$ cat src/rtl/core/assert_macros.svh
// ----------------------------------------------------------------------------
// Assertion macros for the loss scaler core
// Clocked on clk, disabled while rst_n is low.
// ----------------------------------------------------------------------------
`ifndef ASSERT_MACROS_SVH
`define ASSERT_MACROS_SVH

// same-cycle implication
`define DLS_ASSERT_NOW(lbl, ante, cons, msg) \
  lbl: assert property (@(posedge clk) disable iff (!rst_n) (ante) |-> (cons)) else $error(msg);

// next-cycle implication
`define DLS_ASSERT_NEXT(lbl, ante, cons, msg) \
  lbl: assert property (@(posedge clk) disable iff (!rst_n) (ante) |=> (cons)) else $error(msg);

`endif

$ cat src/rtl/core/dls_pkg.sv
// ----------------------------------------------------------------------------
// dls_pkg
// Types, constants and binary32 helpers shared by the loss scaler core.
// ----------------------------------------------------------------------------
package dls_pkg;

  localparam int unsigned DLS_QDEPTH = 2;

  localparam logic [31:0] FP_CANON_NAN  = 32'h7FC0_0000;
  localparam logic [30:0] FP_INF_MAG    = 31'h7F80_0000;
  localparam logic [31:0] FP_TWO        = 32'h4000_0000;
  localparam logic [31:0] FP_HALF       = 32'h3F00_0000;
  localparam logic [31:0] SCALE_RST     = 32'h4780_0000;
  localparam logic [31:0] RECIP_RST     = 32'h3780_0000;
  localparam logic [15:0] INTERVAL_RST  = 16'd2000;

  // command codes on the input port
  localparam logic [1:0] CMD_SCALE   = 2'd0;
  localparam logic [1:0] CMD_UNSCALE = 2'd1;
  localparam logic [1:0] CMD_UPDATE  = 2'd2;

  // configuration register indexes
  localparam logic CFG_IDX_SCALE    = 1'b0;
  localparam logic CFG_IDX_INTERVAL = 1'b1;

  typedef enum logic [1:0] {
    OP_SCALE,
    OP_UNSCALE,
    OP_UPDATE,
    OP_NONE
  } dls_op_t;

  typedef struct packed {
    dls_op_t     op;
    logic [31:0] value;
    logic        last;
    logic        skipped;
  } dls_item_t;

  // unpacked operand, mantissa normalized so bit 23 is set
  typedef struct packed {
    logic              sgn;
    logic              nan;
    logic              inf;
    logic              zero;
    logic signed [9:0] e;
    logic [23:0]       m;
  } dls_unp_t;

  function automatic logic [4:0] dls_lzc24(input logic [23:0] m);
    logic [4:0] lz;
    lz = 5'd0;
    for (int i = 0; i < 24; i++) begin
      if (m[i]) lz = 5'(23 - i);
    end
    return lz;
  endfunction

  function automatic dls_unp_t dls_unpack(input logic [31:0] x);
    dls_unp_t   u;
    logic [7:0] e8;
    logic [23:0] m;
    logic [4:0] lz;
    e8     = x[30:23];
    m      = {e8 != 8'd0, x[22:0]};
    lz     = dls_lzc24(m);
    u.sgn  = x[31];
    u.nan  = (e8 == 8'hFF) && (x[22:0] != 23'd0);
    u.inf  = (e8 == 8'hFF) && (x[22:0] == 23'd0);
    u.zero = (e8 == 8'd0) && (x[22:0] == 23'd0);
    u.m    = m << lz;
    u.e    = ((e8 == 8'd0) ? 10'sd1 : $signed({2'b00, e8})) - $signed({5'd0, lz});
    return u;
  endfunction

  // m has its lead bit at 47, e is the biased exponent of that bit.
  // Round to nearest even, with gradual underflow and overflow to inf.
  function automatic logic [31:0] dls_round_pack(input logic sgn,
                                                 input logic signed [10:0] e,
                                                 input logic [47:0] m,
                                                 input logic stk_in);
    logic signed [10:0] ne;
    logic [5:0]  sh;
    logic [47:0] mask;
    logic [47:0] mx;
    logic        stk;
    logic [7:0]  expf;
    logic        inc;
    logic [30:0] mag;
    ne   = 11'sd1 - e;
    sh   = (e > 11'sd0) ? 6'd0 : ((ne > 11'sd63) ? 6'd63 : ne[5:0]);
    mask = ~({48{1'b1}} << sh);
    mx   = m >> sh;
    stk  = stk_in | (|(m & mask)) | (|mx[22:0]);
    expf = (e > 11'sd0) ? e[7:0] : 8'd0;
    inc  = mx[23] & (stk | mx[24]);
    mag  = {expf, mx[46:24]} + {30'd0, inc};
    if (e >= 11'sd255) mag = FP_INF_MAG;
    return {sgn, mag};
  endfunction

  function automatic logic [31:0] dls_canon(input logic [31:0] x);
    return ((x[30:23] == 8'hFF) && (x[22:0] != 23'd0)) ? FP_CANON_NAN : x;
  endfunction

endpackage

$ cat src/rtl/core/dls_fmul.sv
// ----------------------------------------------------------------------------
// dls_fmul
// Three-stage binary32 multiplier: unpack/normalize, 24x24 product, round.
// ----------------------------------------------------------------------------
module dls_fmul (
  input  logic        clk,
  input  logic        rst_n,
  input  logic        start,
  input  logic [31:0] a,
  input  logic [31:0] b,
  output logic        valid,
  output logic [31:0] y
);
  import dls_pkg::*;

  dls_unp_t ua, ub;

  logic              a_vld_r, a_sgn_r, a_nan_r, a_inf_r, a_zero_r;
  logic signed [9:0] a_ea_r, a_eb_r;
  logic [23:0]       a_ma_r, a_mb_r;

  logic               b_vld_r, b_sgn_r, b_nan_r, b_inf_r, b_zero_r;
  logic signed [10:0] b_e_r;
  logic [47:0]        b_p_r;

  logic               c_vld_r;
  logic [31:0]        c_y_r;

  logic signed [10:0] c_e;
  logic [47:0]        c_m;
  logic [31:0]        c_y;

  assign ua = dls_unpack(a);
  assign ub = dls_unpack(b);

  always_ff @(posedge clk) begin
    if (!rst_n) begin
      a_vld_r <= 1'b0;
      b_vld_r <= 1'b0;
      c_vld_r <= 1'b0;
    end else begin
      a_vld_r <= start;
      b_vld_r <= a_vld_r;
      c_vld_r <= b_vld_r;
    end
  end

  always_ff @(posedge clk) begin
    a_sgn_r  <= ua.sgn ^ ub.sgn;
    a_nan_r  <= ua.nan | ub.nan | (ua.inf & ub.zero) | (ua.zero & ub.inf);
    a_inf_r  <= ua.inf | ub.inf;
    a_zero_r <= ua.zero | ub.zero;
    a_ea_r   <= ua.e;
    a_eb_r   <= ub.e;
    a_ma_r   <= ua.m;
    a_mb_r   <= ub.m;

    b_sgn_r  <= a_sgn_r;
    b_nan_r  <= a_nan_r;
    b_inf_r  <= a_inf_r;
    b_zero_r <= a_zero_r;
    b_p_r    <= a_ma_r * a_mb_r;
    b_e_r    <= 11'(a_ea_r) + 11'(a_eb_r) - 11'sd127;

    c_y_r    <= c_y;
  end

  always_comb begin
    if (b_p_r[47]) begin
      c_m = b_p_r;
      c_e = b_e_r + 11'sd1;
    end else begin
      c_m = b_p_r << 1;
      c_e = b_e_r;
    end
    if (b_nan_r)       c_y = FP_CANON_NAN;
    else if (b_inf_r)  c_y = {b_sgn_r, FP_INF_MAG};
    else if (b_zero_r) c_y = {b_sgn_r, 31'd0};
    else               c_y = dls_round_pack(b_sgn_r, c_e, c_m, 1'b0);
  end

  assign valid = c_vld_r;
  assign y     = c_y_r;

endmodule

$ cat src/rtl/core/dls_frecip.sv
// ----------------------------------------------------------------------------
// dls_frecip
// Binary32 reciprocal by restoring division, one quotient bit per cycle.
// ----------------------------------------------------------------------------
module dls_frecip (
  input  logic        clk,
  input  logic        rst_n,
  input  logic        start,
  input  logic [31:0] x,
  output logic        done,
  output logic [31:0] y
);
  import dls_pkg::*;

  typedef enum logic [2:0] {
    RS_IDLE = 3'b001,
    RS_DIV  = 3'b010,
    RS_FIN  = 3'b100
  } rcp_st_t;

  localparam logic [4:0] QBITS_M1 = 5'd26;

  rcp_st_t           state_r, state_nxt;
  dls_unp_t          ux;
  logic              sgn_r, spec_r;
  logic [31:0]       spec_y_r;
  logic signed [9:0] e_r;
  logic [23:0]       m_r;
  logic [24:0]       rem_r;
  logic [26:0]       q_r;
  logic [4:0]        cnt_r;

  logic              qbit;
  logic [24:0]       rem_sub;
  logic signed [10:0] f_e;
  logic [47:0]       f_m;

  assign ux      = dls_unpack(x);
  assign qbit    = rem_r >= {1'b0, m_r};
  assign rem_sub = qbit ? (rem_r - {1'b0, m_r}) : rem_r;

  always_comb begin
    state_nxt = state_r;
    case (state_r)
      RS_IDLE: state_nxt = RS_IDLE;
      RS_DIV:  if (cnt_r == 5'd0) state_nxt = RS_FIN;
      RS_FIN:  state_nxt = RS_IDLE;
      default: state_nxt = RS_IDLE;
    endcase
    if (start) begin
      state_nxt = (ux.nan || ux.inf || ux.zero) ? RS_FIN : RS_DIV;
    end
  end

  always_ff @(posedge clk) begin
    if (!rst_n) state_r <= RS_IDLE;
    else        state_r <= state_nxt;
  end

  always_ff @(posedge clk) begin
    if (start) begin
      sgn_r  <= ux.sgn;
      spec_r <= ux.nan | ux.inf | ux.zero;
      if (ux.nan)       spec_y_r <= FP_CANON_NAN;
      else if (ux.zero) spec_y_r <= {ux.sgn, FP_INF_MAG};
      else              spec_y_r <= {ux.sgn, 31'd0};
      e_r   <= ux.e;
      m_r   <= ux.m;
      rem_r <= 25'h080_0000;
      q_r   <= 27'd0;
      cnt_r <= QBITS_M1;
    end else if (state_r == RS_DIV) begin
      rem_r <= {rem_sub[23:0], 1'b0};
      q_r   <= {q_r[25:0], qbit};
      cnt_r <= cnt_r - 5'd1;
    end
  end

  // 1/x = (2^49/m) * 2^-26 * 2^(127-e)
  always_comb begin
    if (q_r[26]) begin
      f_m = {1'b1, 47'd0};
      f_e = 11'sd254 - 11'(e_r);
    end else begin
      f_m = {q_r[25:0], 22'd0};
      f_e = 11'sd253 - 11'(e_r);
    end
  end

  assign done = (state_r == RS_FIN);
  assign y    = spec_r ? spec_y_r : dls_round_pack(sgn_r, f_e, f_m, rem_r != 25'd0);

endmodule

$ cat src/rtl/core/dls_front.sv
// ----------------------------------------------------------------------------
// dls_front
// Accepts items, decodes the command and queues them for the back end.
// ----------------------------------------------------------------------------
`include "assert_macros.svh"

module dls_front #(
  parameter int unsigned QDEPTH = 2
) (
  input  logic              clk,
  input  logic              rst_n,
  input  logic              push,
  output logic              full,
  input  logic [1:0]        cmd,
  input  logic [31:0]       value_in,
  input  logic              last_element,
  input  logic              skipped,
  output logic              q_nempty,
  output dls_pkg::dls_item_t q_item,
  input  logic              q_pop
);
  import dls_pkg::*;

  localparam int unsigned PW = (QDEPTH > 1) ? $clog2(QDEPTH) : 1;
  localparam int unsigned CW = $clog2(QDEPTH + 1);

  dls_item_t         slot_r [QDEPTH];
  logic [PW-1:0]     wr_ptr_r, rd_ptr_r;
  logic [CW-1:0]     count_r;
  logic              push_ok;
  dls_item_t         new_item;

  always_comb begin
    new_item.value   = value_in;
    new_item.last    = last_element;
    new_item.skipped = skipped;
    case (cmd)
      CMD_SCALE:   new_item.op = OP_SCALE;
      CMD_UNSCALE: new_item.op = OP_UNSCALE;
      CMD_UPDATE:  new_item.op = OP_UPDATE;
      default:     new_item.op = OP_NONE;
    endcase
  end

  assign full     = (count_r == CW'(QDEPTH));
  assign push_ok  = push && !full;
  assign q_nempty = (count_r != '0);
  assign q_item   = slot_r[rd_ptr_r];

  always_ff @(posedge clk) begin
    if (push_ok) slot_r[wr_ptr_r] <= new_item;
  end

  always_ff @(posedge clk) begin
    if (!rst_n) begin
      wr_ptr_r <= '0;
      rd_ptr_r <= '0;
      count_r  <= '0;
    end else begin
      if (push_ok) begin
        wr_ptr_r <= (wr_ptr_r == PW'(QDEPTH - 1)) ? '0 : wr_ptr_r + 1'b1;
      end
      if (q_pop) begin
        rd_ptr_r <= (rd_ptr_r == PW'(QDEPTH - 1)) ? '0 : rd_ptr_r + 1'b1;
      end
      if (push_ok && !q_pop)      count_r <= count_r + 1'b1;
      else if (!push_ok && q_pop) count_r <= count_r - 1'b1;
    end
  end

  `DLS_ASSERT_NOW(a_pop_nonempty, q_pop, count_r != '0, "queue read while empty")
  `DLS_ASSERT_NEXT(a_fill_count, push_ok && !q_pop, count_r == CW'($past(count_r) + 1'b1), "lost item")
  `DLS_ASSERT_NOW(a_count_max, 1'b1, count_r <= CW'(QDEPTH), "queue count past depth")

endmodule

$ cat src/rtl/core/dls_back.sv
// ----------------------------------------------------------------------------
// dls_back
// Executes queued items: scale state, multiplier, reciprocal, result register.
// ----------------------------------------------------------------------------
`include "assert_macros.svh"

module dls_back (
  input  logic               clk,
  input  logic               rst_n,
  input  logic               q_nempty,
  input  dls_pkg::dls_item_t q_item,
  output logic               q_pop,
  input  logic               cfg_we,
  input  logic               cfg_index,
  input  logic [31:0]        cfg_wdata,
  output logic               empty,
  input  logic               pop,
  output logic [31:0]        value_out,
  output logic               overflow_seen,
  output logic [15:0]        good_steps,
  output logic [31:0]        current_scale
);
  import dls_pkg::*;

  typedef enum logic [2:0] {
    ST_IDLE = 3'b001,
    ST_MUL  = 3'b010,
    ST_RCP  = 3'b100
  } back_st_t;

  back_st_t    state_r, state_nxt;
  logic [31:0] scale_r, scale_nxt;
  logic [31:0] recip_r, recip_nxt;
  logic [15:0] cnt_r, cnt_nxt;
  logic        sticky_r, sticky_nxt;
  logic [15:0] interval_r;
  dls_op_t     op_r;
  logic        last_r;

  logic        out_valid_r;
  logic [31:0] out_value_r, out_scale_r;
  logic        out_flag_r;
  logic [15:0] out_cnt_r;

  logic        out_load;
  logic [31:0] ld_value;
  logic        ld_flag;

  logic        mul_start, mul_valid;
  logic [31:0] mul_a, mul_b, mul_y;
  logic        rcp_start, rcp_done;
  logic [31:0] rcp_x, rcp_y;
  logic [15:0] cnt_inc;
  logic        unscale_flag;

  dls_fmul u_fmul (
    .clk   (clk),
    .rst_n (rst_n),
    .start (mul_start),
    .a     (mul_a),
    .b     (mul_b),
    .valid (mul_valid),
    .y     (mul_y)
  );

  dls_frecip u_frecip (
    .clk   (clk),
    .rst_n (rst_n),
    .start (rcp_start),
    .x     (rcp_x),
    .done  (rcp_done),
    .y     (rcp_y)
  );

  assign cnt_inc      = cnt_r + 16'd1;
  assign unscale_flag = sticky_r | (mul_y[30:23] == 8'hFF);

  always_comb begin
    state_nxt  = state_r;
    scale_nxt  = scale_r;
    recip_nxt  = recip_r;
    cnt_nxt    = cnt_r;
    sticky_nxt = sticky_r;
    q_pop      = 1'b0;
    mul_start  = 1'b0;
    mul_a      = q_item.value;
    mul_b      = scale_r;
    rcp_start  = 1'b0;
    rcp_x      = mul_y;
    out_load   = 1'b0;
    ld_value   = 32'd0;
    ld_flag    = sticky_r;

    case (state_r)
      ST_IDLE: begin
        if (q_nempty && !out_valid_r) begin
          q_pop = 1'b1;
          case (q_item.op)
            OP_SCALE: begin
              mul_start = 1'b1;
              state_nxt = ST_MUL;
            end
            OP_UNSCALE: begin
              mul_b     = recip_r;
              mul_start = 1'b1;
              state_nxt = ST_MUL;
            end
            OP_UPDATE: begin
              mul_a = scale_r;
              if (q_item.skipped) begin
                mul_b     = FP_HALF;
                mul_start = 1'b1;
                cnt_nxt   = 16'd0;
                state_nxt = ST_MUL;
              end else if (cnt_inc == interval_r) begin
                mul_b     = FP_TWO;
                mul_start = 1'b1;
                cnt_nxt   = 16'd0;
                state_nxt = ST_MUL;
              end else begin
                // scale unchanged, so the reciprocal stands
                cnt_nxt  = cnt_inc;
                out_load = 1'b1;
                ld_value = dls_canon(scale_r);
              end
            end
            default: begin
              out_load = 1'b1;
            end
          endcase
        end
      end
      ST_MUL: begin
        if (mul_valid) begin
          out_load  = 1'b1;
          ld_value  = mul_y;
          state_nxt = ST_IDLE;
          case (op_r)
            OP_UNSCALE: begin
              ld_flag    = unscale_flag;
              sticky_nxt = last_r ? 1'b0 : unscale_flag;
            end
            OP_UPDATE: begin
              scale_nxt = mul_y;
              rcp_start = 1'b1;
              state_nxt = ST_RCP;
            end
            default: ;
          endcase
        end
      end
      ST_RCP: begin
        if (rcp_done) begin
          recip_nxt = rcp_y;
          state_nxt = ST_IDLE;
        end
      end
      default: state_nxt = ST_IDLE;
    endcase

    // initial scale reload; user writes only while block is quiet, unchecked
    if (cfg_we && (cfg_index == CFG_IDX_SCALE)) begin
      scale_nxt = cfg_wdata;
      cnt_nxt   = 16'd0;
      rcp_x     = cfg_wdata;
      rcp_start = 1'b1;
      state_nxt = ST_RCP;
    end
  end

  always_ff @(posedge clk) begin
    if (!rst_n) begin
      state_r     <= ST_IDLE;
      scale_r     <= SCALE_RST;
      recip_r     <= RECIP_RST;
      cnt_r       <= 16'd0;
      sticky_r    <= 1'b0;
      interval_r  <= INTERVAL_RST;
      out_valid_r <= 1'b0;
    end else begin
      state_r  <= state_nxt;
      scale_r  <= scale_nxt;
      recip_r  <= recip_nxt;
      cnt_r    <= cnt_nxt;
      sticky_r <= sticky_nxt;
      if (cfg_we && (cfg_index == CFG_IDX_INTERVAL)) interval_r <= cfg_wdata[15:0];
      if (out_load)                out_valid_r <= 1'b1;
      else if (pop && out_valid_r) out_valid_r <= 1'b0;
    end
  end

  always_ff @(posedge clk) begin
    if (q_pop) begin
      op_r   <= q_item.op;
      last_r <= q_item.last;
    end
    if (out_load) begin
      out_value_r <= ld_value;
      out_flag_r  <= ld_flag;
      out_cnt_r   <= cnt_nxt;
      out_scale_r <= dls_canon(scale_nxt);
    end
  end

  assign empty         = !out_valid_r;
  assign value_out     = out_value_r;
  assign overflow_seen = out_flag_r;
  assign good_steps    = out_cnt_r;
  assign current_scale = out_scale_r;

  `DLS_ASSERT_NOW(a_load_free, out_load, !out_valid_r, "result register overwritten")
  `DLS_ASSERT_NOW(a_pop_idle, q_pop, state_r == ST_IDLE, "item taken while busy")
  `DLS_ASSERT_NOW(a_mul_expected, mul_valid, state_r == ST_MUL, "stray product")

endmodule

$ cat src/rtl/core/dynamic_loss_scaler.sv
// ----------------------------------------------------------------------------
// dynamic_loss_scaler
// Dynamic loss scaling for mixed-precision training, binary32 datapath.
// ----------------------------------------------------------------------------
//  channel  | handshake         | payload
//  ---------+-------------------+---------------------------------------------
//  input    | push / full       | in_cmd, in_value_in, in_last_element,
//           |                   | in_skipped
//  result   | empty / pop       | out_value_out, out_overflow_seen,
//           |                   | out_good_steps, out_current_scale
//  config   | cfg_we            | cfg_index, cfg_wdata
//
//  Scale-loss, unscale and scale-changing update go through the three-stage
//  multiplier; cmd 3 and a count-only update load the result directly. One
//  item in the back end at a time; the next waits until the result is
//  popped and any reciprocal work is done. A scale change starts reciprocal
//  work; so does an initial-scale write, and items queue meanwhile.
//  Reset (rst_n low, synchronous) loads scale 65536.0, interval 2000.
// ----------------------------------------------------------------------------
module dynamic_loss_scaler #(
  parameter int unsigned QDEPTH = dls_pkg::DLS_QDEPTH
) (
  input  logic        clk,
  input  logic        rst_n,
  // input queue side
  input  logic        push,
  output logic        full,
  input  logic [1:0]  in_cmd,
  input  logic [31:0] in_value_in,
  input  logic        in_last_element,
  input  logic        in_skipped,
  // result register side
  output logic        empty,
  input  logic        pop,
  output logic [31:0] out_value_out,
  output logic        out_overflow_seen,
  output logic [15:0] out_good_steps,
  output logic [31:0] out_current_scale,
  // configuration
  input  logic        cfg_we,
  input  logic        cfg_index,
  input  logic [31:0] cfg_wdata
);
  import dls_pkg::*;

  logic      q_nempty;
  logic      q_pop;
  dls_item_t q_item;

  // front: decode and buffer, so the source keeps streaming while the
  // back end waits on the multiplier, reciprocal or a stalled result
  dls_front #(
    .QDEPTH (QDEPTH)
  ) u_front (
    .clk          (clk),
    .rst_n        (rst_n),
    .push         (push),
    .full         (full),
    .cmd          (in_cmd),
    .value_in     (in_value_in),
    .last_element (in_last_element),
    .skipped      (in_skipped),
    .q_nempty     (q_nempty),
    .q_item       (q_item),
    .q_pop        (q_pop)
  );

  // back: scale/reciprocal/counter/sticky state and the arithmetic;
  // a stalled result holds in its output register
  dls_back u_back (
    .clk           (clk),
    .rst_n         (rst_n),
    .q_nempty      (q_nempty),
    .q_item        (q_item),
    .q_pop         (q_pop),
    .cfg_we        (cfg_we),
    .cfg_index     (cfg_index),
    .cfg_wdata     (cfg_wdata),
    .empty         (empty),
    .pop           (pop),
    .value_out     (out_value_out),
    .overflow_seen (out_overflow_seen),
    .good_steps    (out_good_steps),
    .current_scale (out_current_scale)
  );

endmodule

$ cat config.mk
export PLATFORM = sky130hd
export DESIGN_NAME = dynamic_loss_scaler
export DESIGN_NICKNAME = d
export VERILOG_FILES = /design/src/rtl/core/dls_pkg.sv /design/src/rtl/core/dls_fmul.sv /design/src/rtl/core/dls_frecip.sv /design/src/rtl/core/dls_front.sv /design/src/rtl/core/dls_back.sv /design/src/rtl/core/dynamic_loss_scaler.sv
export VERILOG_INCLUDE_DIRS = /design/src /design/src/rtl/core
export SDC_FILE = /design/constraint.sdc
export NUM_CORES = 2
export LEC_CHECK = 0
export BUFFER_PORTS_ARGS = -buffer_cell sky130_fd_sc_hd__buf_2
export CAP_MARGIN = 20
export CORE_MARGIN = 3
export CORE_UTILIZATION = 34
export DETAILED_ROUTE_END_ITERATION = 16
export GPL_ROUTABILITY_DRIVEN = 0
export PLACE_DENSITY_LB_ADDON = 0.15
export SYNTH_ARGS = -nofsm -noshare
export SYNTH_HDL_FRONTEND = slang
export SYNTH_SLANG_ARGS = --single-unit
export TNS_END_PERCENT = 10
$ cat constraint.sdc
create_clock -name clk -period 8.76 [get_ports clk]
set_input_delay 0 -clock clk [delete_from_list [all_inputs] [get_ports clk]]
set_output_delay 0 -clock clk [all_outputs]
set_load 0.02 [all_outputs]
# [Yosys cells after proc, flatten, opt, wreduce, memory -nomap -nowiden]
# Memories as Yosys holds them, arrays and structs flattened. A register that Yosys moved wholly into a read port is not among the register bits.
# Cells that the tools add are included.
[word_totals] regBits=483 ramBits=72 input_bits=74 n_memories=1
[memory_table] memory="u_front.slot_r" words=2 width=36 rd=1 rd_ports_with_merged_regs=1 write_ports=1 line_no="dls_front.sv:27" text="dls_item_t slot_r [QDEPTH];"
[op_classes] n_addsub=19 multipliers=1 magnitude_cmp=7 n_eq_ne=30 shifts=7 n_mux=161 n_bitwise=24 n_reduce_logical=58
[op_table] cell="$mux 32" count=19
[op_table] cell="$mux 5" count=72
[op_table] cell="$pmux 32 s2" count=2
[op_table] cell="$mux 31" count=4
[op_table] cell="$reduce_bool 23->1" count=5
[op_table] cell="$and 48x48->48" count=2
[op_table] cell="$mux 16" count=6
[op_table] cell="$mux 48" count=2
[op_table] cell="$not 48->48" count=2
[op_table] cell="$reduce_or 48->1" count=2
[op_table] cell="$shl 48x6->48 const A" count=2
[op_table] cell="$shr 48x6->47" count=2
[op_table] cell="$shl 24x5->24" count=3
[op_table] cell="$logic_not 23->1" count=3
[op_table] cell="$add 31x1->31" count=2
[op_table] cell="$eq 8x8->1 const B" count=6
[op_table] cell="$mul 24x24->48" count=1
[op_table] cell="$reduce_or 23->1" count=2
[op_table] cell="$mux 8" count=5
[op_table] cell="$mux 3" count=11
[op_table] cell="$sub 8x5->9" count=3
[op_table] cell="$ge 25x24->1" count=1
[op_table] cell="$reduce_bool 25->1" count=1
[op_table] cell="$logic_not 8->1" count=3
[op_table] cell="other kinds (53)" count=146

# [Longest topological paths before layout]
[logic_depth] depth_word=32 mapped_depth=31

# [Cells and area by module]
# From an unflattened synthesis, not the netlist that was laid out.
[hier_totals] hier_cells=6327 hier_area_um2=53224.8
[modules_own_cells] mod="dls_fmul" instances=1 cells_each=3661 area_each_um2=30504.3
[modules_own_cells] mod="dls_frecip" instances=1 cells_each=1395 area_each_um2=10298.6
[modules_own_cells] mod="dls_back" instances=1 cells_each=1132 area_each_um2=9570.4
[modules_own_cells] mod="dls_front" instances=1 cells_each=139 area_each_um2=2851.5

# [Worst setup path before layout]
# Ideal clock, no wire load.
[synth_path] path_kind="reg2reg" from="reg u_back.u_fmul.a_mb_r[3]" to="reg u_back.u_fmul.b_p_r[47]" setup_time_ps=127 arrival_time_ps=7376 setup_slack_ps=1257 path_stages_with_launch=29 path_buffers=1 cell_sequence="dfxtp_1 > clkbuf_1 > nand2_1 > fa_1 > inv_1 > fa_1 > fa_1 > inv_1 > fa_1 > fa_1 > inv_1 > fa_1 > fa_1 > ha_1 > a21o_1 > a211oi_1 > a21oi_1 > a31oi_1 > nor4b_1 > o31a_1 > o221a_2 > a211o_1 > nand2_1 > o21ai_0 > o21a_1 > o21a_1 > o41a_1 > a221oi_1 > xnor2_1"
[synth_between] elab_chain_len=1
[synth_lines] element="from (decl)" line_no="dls_fmul.sv:20" text="logic [23:0] a_ma_r, a_mb_r;"
[synth_lines] element="from (signal assigned)" line_no="dls_fmul.sv:56" text="a_mb_r <= ub.m;"
[synth_lines] element="$mul 24x24->48" line_no="dls_fmul.sv:62" text="b_p_r <= a_ma_r * a_mb_r;"
[synth_lines] element="to (signal assigned)" line_no="dls_fmul.sv:62"
[synth_lines] element="to (decl)" line_no="dls_fmul.sv:24" text="logic [47:0] b_p_r;"
# No other way between the ends.
# A chain may end at the register's enable or synchronous reset.

# [Worst setup path after layout]
[layout_path] from="reg u_back.u_fmul.a_ma_r[8]" to="reg u_back.u_fmul.b_p_r[44]"
[layout_between] elab_chain_len=1
[layout_lines] element="from (decl)" line_no="dls_fmul.sv:20"
[layout_lines] element="from (signal assigned)" line_no="dls_fmul.sv:55" text="a_ma_r <= ua.m;"
[layout_lines] element="$mul 24x24->48" line_no="dls_fmul.sv:62"
# No other way between the ends.

==> results.md <==
- Status: completed
- Hold Fails Final Rpt: 0
- CTS root buf: clkbuf_16
- Max VDD drop: 0.413 mV
- GR Util met2: 36.5%
- Max Root-Sink Buffers: 3
- Post-Route Utilization: roughly two fifths
- Clock power frac: 12.3%
- End of the critical path: u_back.u_fmul.b_p_r[44]
- GRT Total Usage: 23.5%
- Yosys cell types: 113
- Switch Pwr: 11.8 mW
- Initial DRC count: roughly 4,700
- Max_slew headroom: 22.0%
- Final worst-path cycle share: 93.4%
- Die ar.: approximately 160,000 sq um
- I/O pin cnt: 157
- Die Span X: 397 um
- Post-synthesis register bit count: approximately 530
- Sequential element share of the synthesized area: 24.0%
- Most common cell on crit path: fa_1
- R2r setup slk: 570 ps
- WL per Instance: 22.9 um
- Starting Density: 34.4%
- Cell Area, Synth: 52,000 sq um
- EDFF count, synth: a little under 200
- Core ar.: 151,000 sq um
- WS Path Type: reg -> reg
- CP max stage delay: about 740 ps
- Sequential power share: 17.7%
- Syn Inst Count: just over 6,000
- Max FO, Critical Path: 14
- CP top delay family: adder cells
- Met1 GRT Util: 34.2%
- Routed vias/inst: 5.55
- Worst r2r src: u_back.u_fmul.a_ma_r[8]
- Layout Cells excl Fill: approximately 8,300
- Slew Limit Fails: 0
- Bufs and invs on worst path: 6
- R2r worst-path depth: 30
- Max Clock Skew: between 50 and 60 ps
- Nets: 6,968
- Largest net degree at the start of global routing: 77
- Slowest-stage cell, CP: dfxtp_1
- CTS Buf Count: 67
- Clock slew at reported path FFs: 60 ps
- Combinational share of power: between 70% and 80%
- CTS Sinks: 527
- Final Worst Setup Slack: about 570 ps
- WL final: 189,000 um
- Worst Tran Pin Value: 1170 ps
- Die span in y: 397 um
- # DRC: 0
- Grt total ovfl: 0
- Global-route wire length before repair: 285,000 um
- Switching share of power: roughly half
- Top FF cell, synth: dfxtp_1
- Post-DRT Antenna Nets: 0
- Area Growth Syn to Fin: 12.2%
- Initial antenna violation count: 15
- Avg Inst Size Synth: 8.58 sq um
- HPWL Detailed: 149,000 um
- H-tree levels: 3
- Critical R2R Capture: u_back.u_fmul.b_p_r[44]
- PortBufs: 156
- First-pass DRT Iterations: 6
- PwrDens: 390 nW/um^2
- HP Class: in -> reg
- Clock Latency Late Sink: 680 ps
- Met3 usage: 3.64%
- Max Cap Violations: 0
- Asr flop ratio synth: 0%
- Layout cells sized above 1: a little under a tenth
- Post-route minimum period: 8190 ps
- WP data required: 9320 ps
- Layout fillers: 15,400
- Syn. warnings: 0
- Layer carrying the most global-route usage: met2
- Most frequent cells in the layout: nand2_1 (830), inv_1 (595), fa_1 (484)
- Final setup fails: 0
- DR vias: 45,800
- Std-Cell Rows: approximately 140
- Post-route setup TNS: 0 ps
- Pre-CTS setup slack: 448 ps
- Maximum clock frequency: approximately 0.12 GHz
- Cell Int Power: 10.9 mW
- Crit end category: flip-flop
- Critical Path AT: ~9000 ps
- WP depth: 30
- TritonCTS clock tree: built
- Setup crit start: u_back.u_fmul.a_ma_r[8]
- Inst Count DP: between 8,000 and 9,000
- RSZ-0062 raised after global routing: no
- CP Launch Type: flip-flop
- Leak: 24.2 nW
- Most common cell after layout, fill and taps aside: nand2_1
- Vias in the first global route: 44,500
==> power groups by stage <==
| stage | Clock (mW) | Sequential [mW] | Combinational, mW |
|---|---|---|---|
| 2_1_floorplan | 0 | 3.63 | 10.9 |
| 3_3_place_gp | 0 | 4.05 | 15.7 |
| 3_5_place_dp | 0 | 4.06 | 15.6 |
| 4_1_cts | 2.87 | 4.02 | 15.8 |
| 5_1_grt | 2.97 | 4.08 | 17.7 |
| 6_report | 2.80 | 4.02 | 15.9 |
==> worst min-delay path by stage <==
| stage | startpoint | end | slack (ps) | cells past startpoint |
|---|---|---|---|---|
| after floorplan | in_skipped | u_front.slot_r[0][0] | 100 | 0 |
| after global placement | in_value_in[18] | u_front.slot_r[0][20] | 190 | 1 |
| after detailed placement | in_value_in[20] | u_front.slot_r[0][22] | 190 | 1 |
| after CTS | cfg_we | u_back.interval_r[15] | 5 | 4 |
| after global routing | in_value_in[28] | u_front.slot_r[0][30] | 50 | 2 |
| final | cfg_we | u_back.interval_r[15] | 50 | 4 |
==> layout make-up <==
cell class	count	area, sq um	area share (%)
multi-input cells	4588	36000	61.7
flip-flops and latches	527	12500	21.5
repair buffers	397	2830	4.86
well taps	2016	2520	4.33
inverters	600	2250	3.87
clock buffers	86	1870	3.21
clock inverters	35	334	0.573
diodes	1	2.50	0.00429
==> synth_stat cells (20+ instances only) <==
cell      count  area [sq um]
a211oi_1     43           323
a21boi_0     25           188
a21o_1       46           345
a21oi_1     340          1700
a221oi_1     26           228
a22o_1       52           455
a22oi_1      30           225
a31oi_1      51           319
and2_1      284          1780
and3_1       45           282
buf_1        32           120
buf_2        28           140
clkbuf_1    275          1030
dfxtp_1     333          6670
edfxtp_1    194          5830
fa_1        484          9690
ha_1        229          2870
inv_1       596          2240
mux2_2       54           608
mux2i_1     243          2430
nand2_1     830          3120
nand2b_1     20           125
nand3_1     130           651
nand4_1      51           319
nor2_1      400          1500
nor2b_1      40           250
nor3_1      139           696
nor4_1       52           325
o211ai_1     49           368
o21a_1       36           270
o21ai_0     253          1270
o21bai_1     21           158
o22ai_1      25           156
o31ai_1      21           158
or2_2        28           175
or3_1        22           138
xnor2_1     107           937
xor2_1       71           622
==> per-layer routing <==
metal | wire length [um] | part of all wire, %
met5 | 39 | 0.021
met1 | 86900 | 46
met3 | 13900 | 7.4
met2 | 83600 | 44
met4 | 4310 | 2.3
==> worst register-to-register path: cells and delay by family (launching register included) <==
kind / cells / cell delay, ps
XOR/XNOR: 1 / 130
AND/OR/NAND/NOR: 1 / 100
flip-flops: 1 / 740
AO/OA/AOI/OAI: 14 / 2720
adder cells (fa/ha/maj): 8 / 3780
buffers and inverters: 6 / 600
==> sequential cells by signal, indices dropped and copies added, names as in the netlist, 11 cells and up, named ones only <==
signal	flops
u_back.cnt_r	16
u_back.current_scale	32
u_back.good_steps	16
u_back.interval_r	16
u_back.recip_r	32
u_back.scale_r	32
u_back.u_fmul.a_ma_r	24
u_back.u_fmul.a_mb_r	24
u_back.u_fmul.b_e_r	11
u_back.u_fmul.b_p_r	48
u_back.u_fmul.y	32
u_back.u_frecip.m_r	24
u_back.u_frecip.q_r	27
u_back.u_frecip.rem_r	24
u_back.value_out	32
u_front.slot_r	72
==> stage by stage <==
step	hold WS (ps)	cell area, sq um	total power, mW
after detailed placement	193	55200	19.7
after global placement	191	55200	19.7
after global routing	52.0	58300	24.7
after floorplan	98.9	52000	14.5
after CTS	4.85	58200	22.7
final	49.5	58300	22.7
==> what timing repair did <==
item | in CTS | in global routing
endpoints found under the setup margin | 0 | 2
resized for setup | 0 | 11
hold buffers | 85 | 0
buffers inserted | 0 | 0
hold endpoints to repair | 142 | 0
==> cell families after synthesis <==
| group | Yosys count | share of synthesized area, % |
|---|---|---|
| other | 1 | 0.00722 |
| flip-flops | 527 | 24.0 |
| buffers and inverters | 945 | 6.97 |
| AO/OA/AOI/OAI | 1243 | 15.9 |
| AND/OR/NAND/NOR | 2146 | 19.8 |
| XOR/XNOR | 181 | 3.09 |
| multiplexers | 302 | 6.02 |
| adder cells (fa/ha/maj) | 714 | 24.2 |
Note: power is estimated with default switching activity, not from simulation.
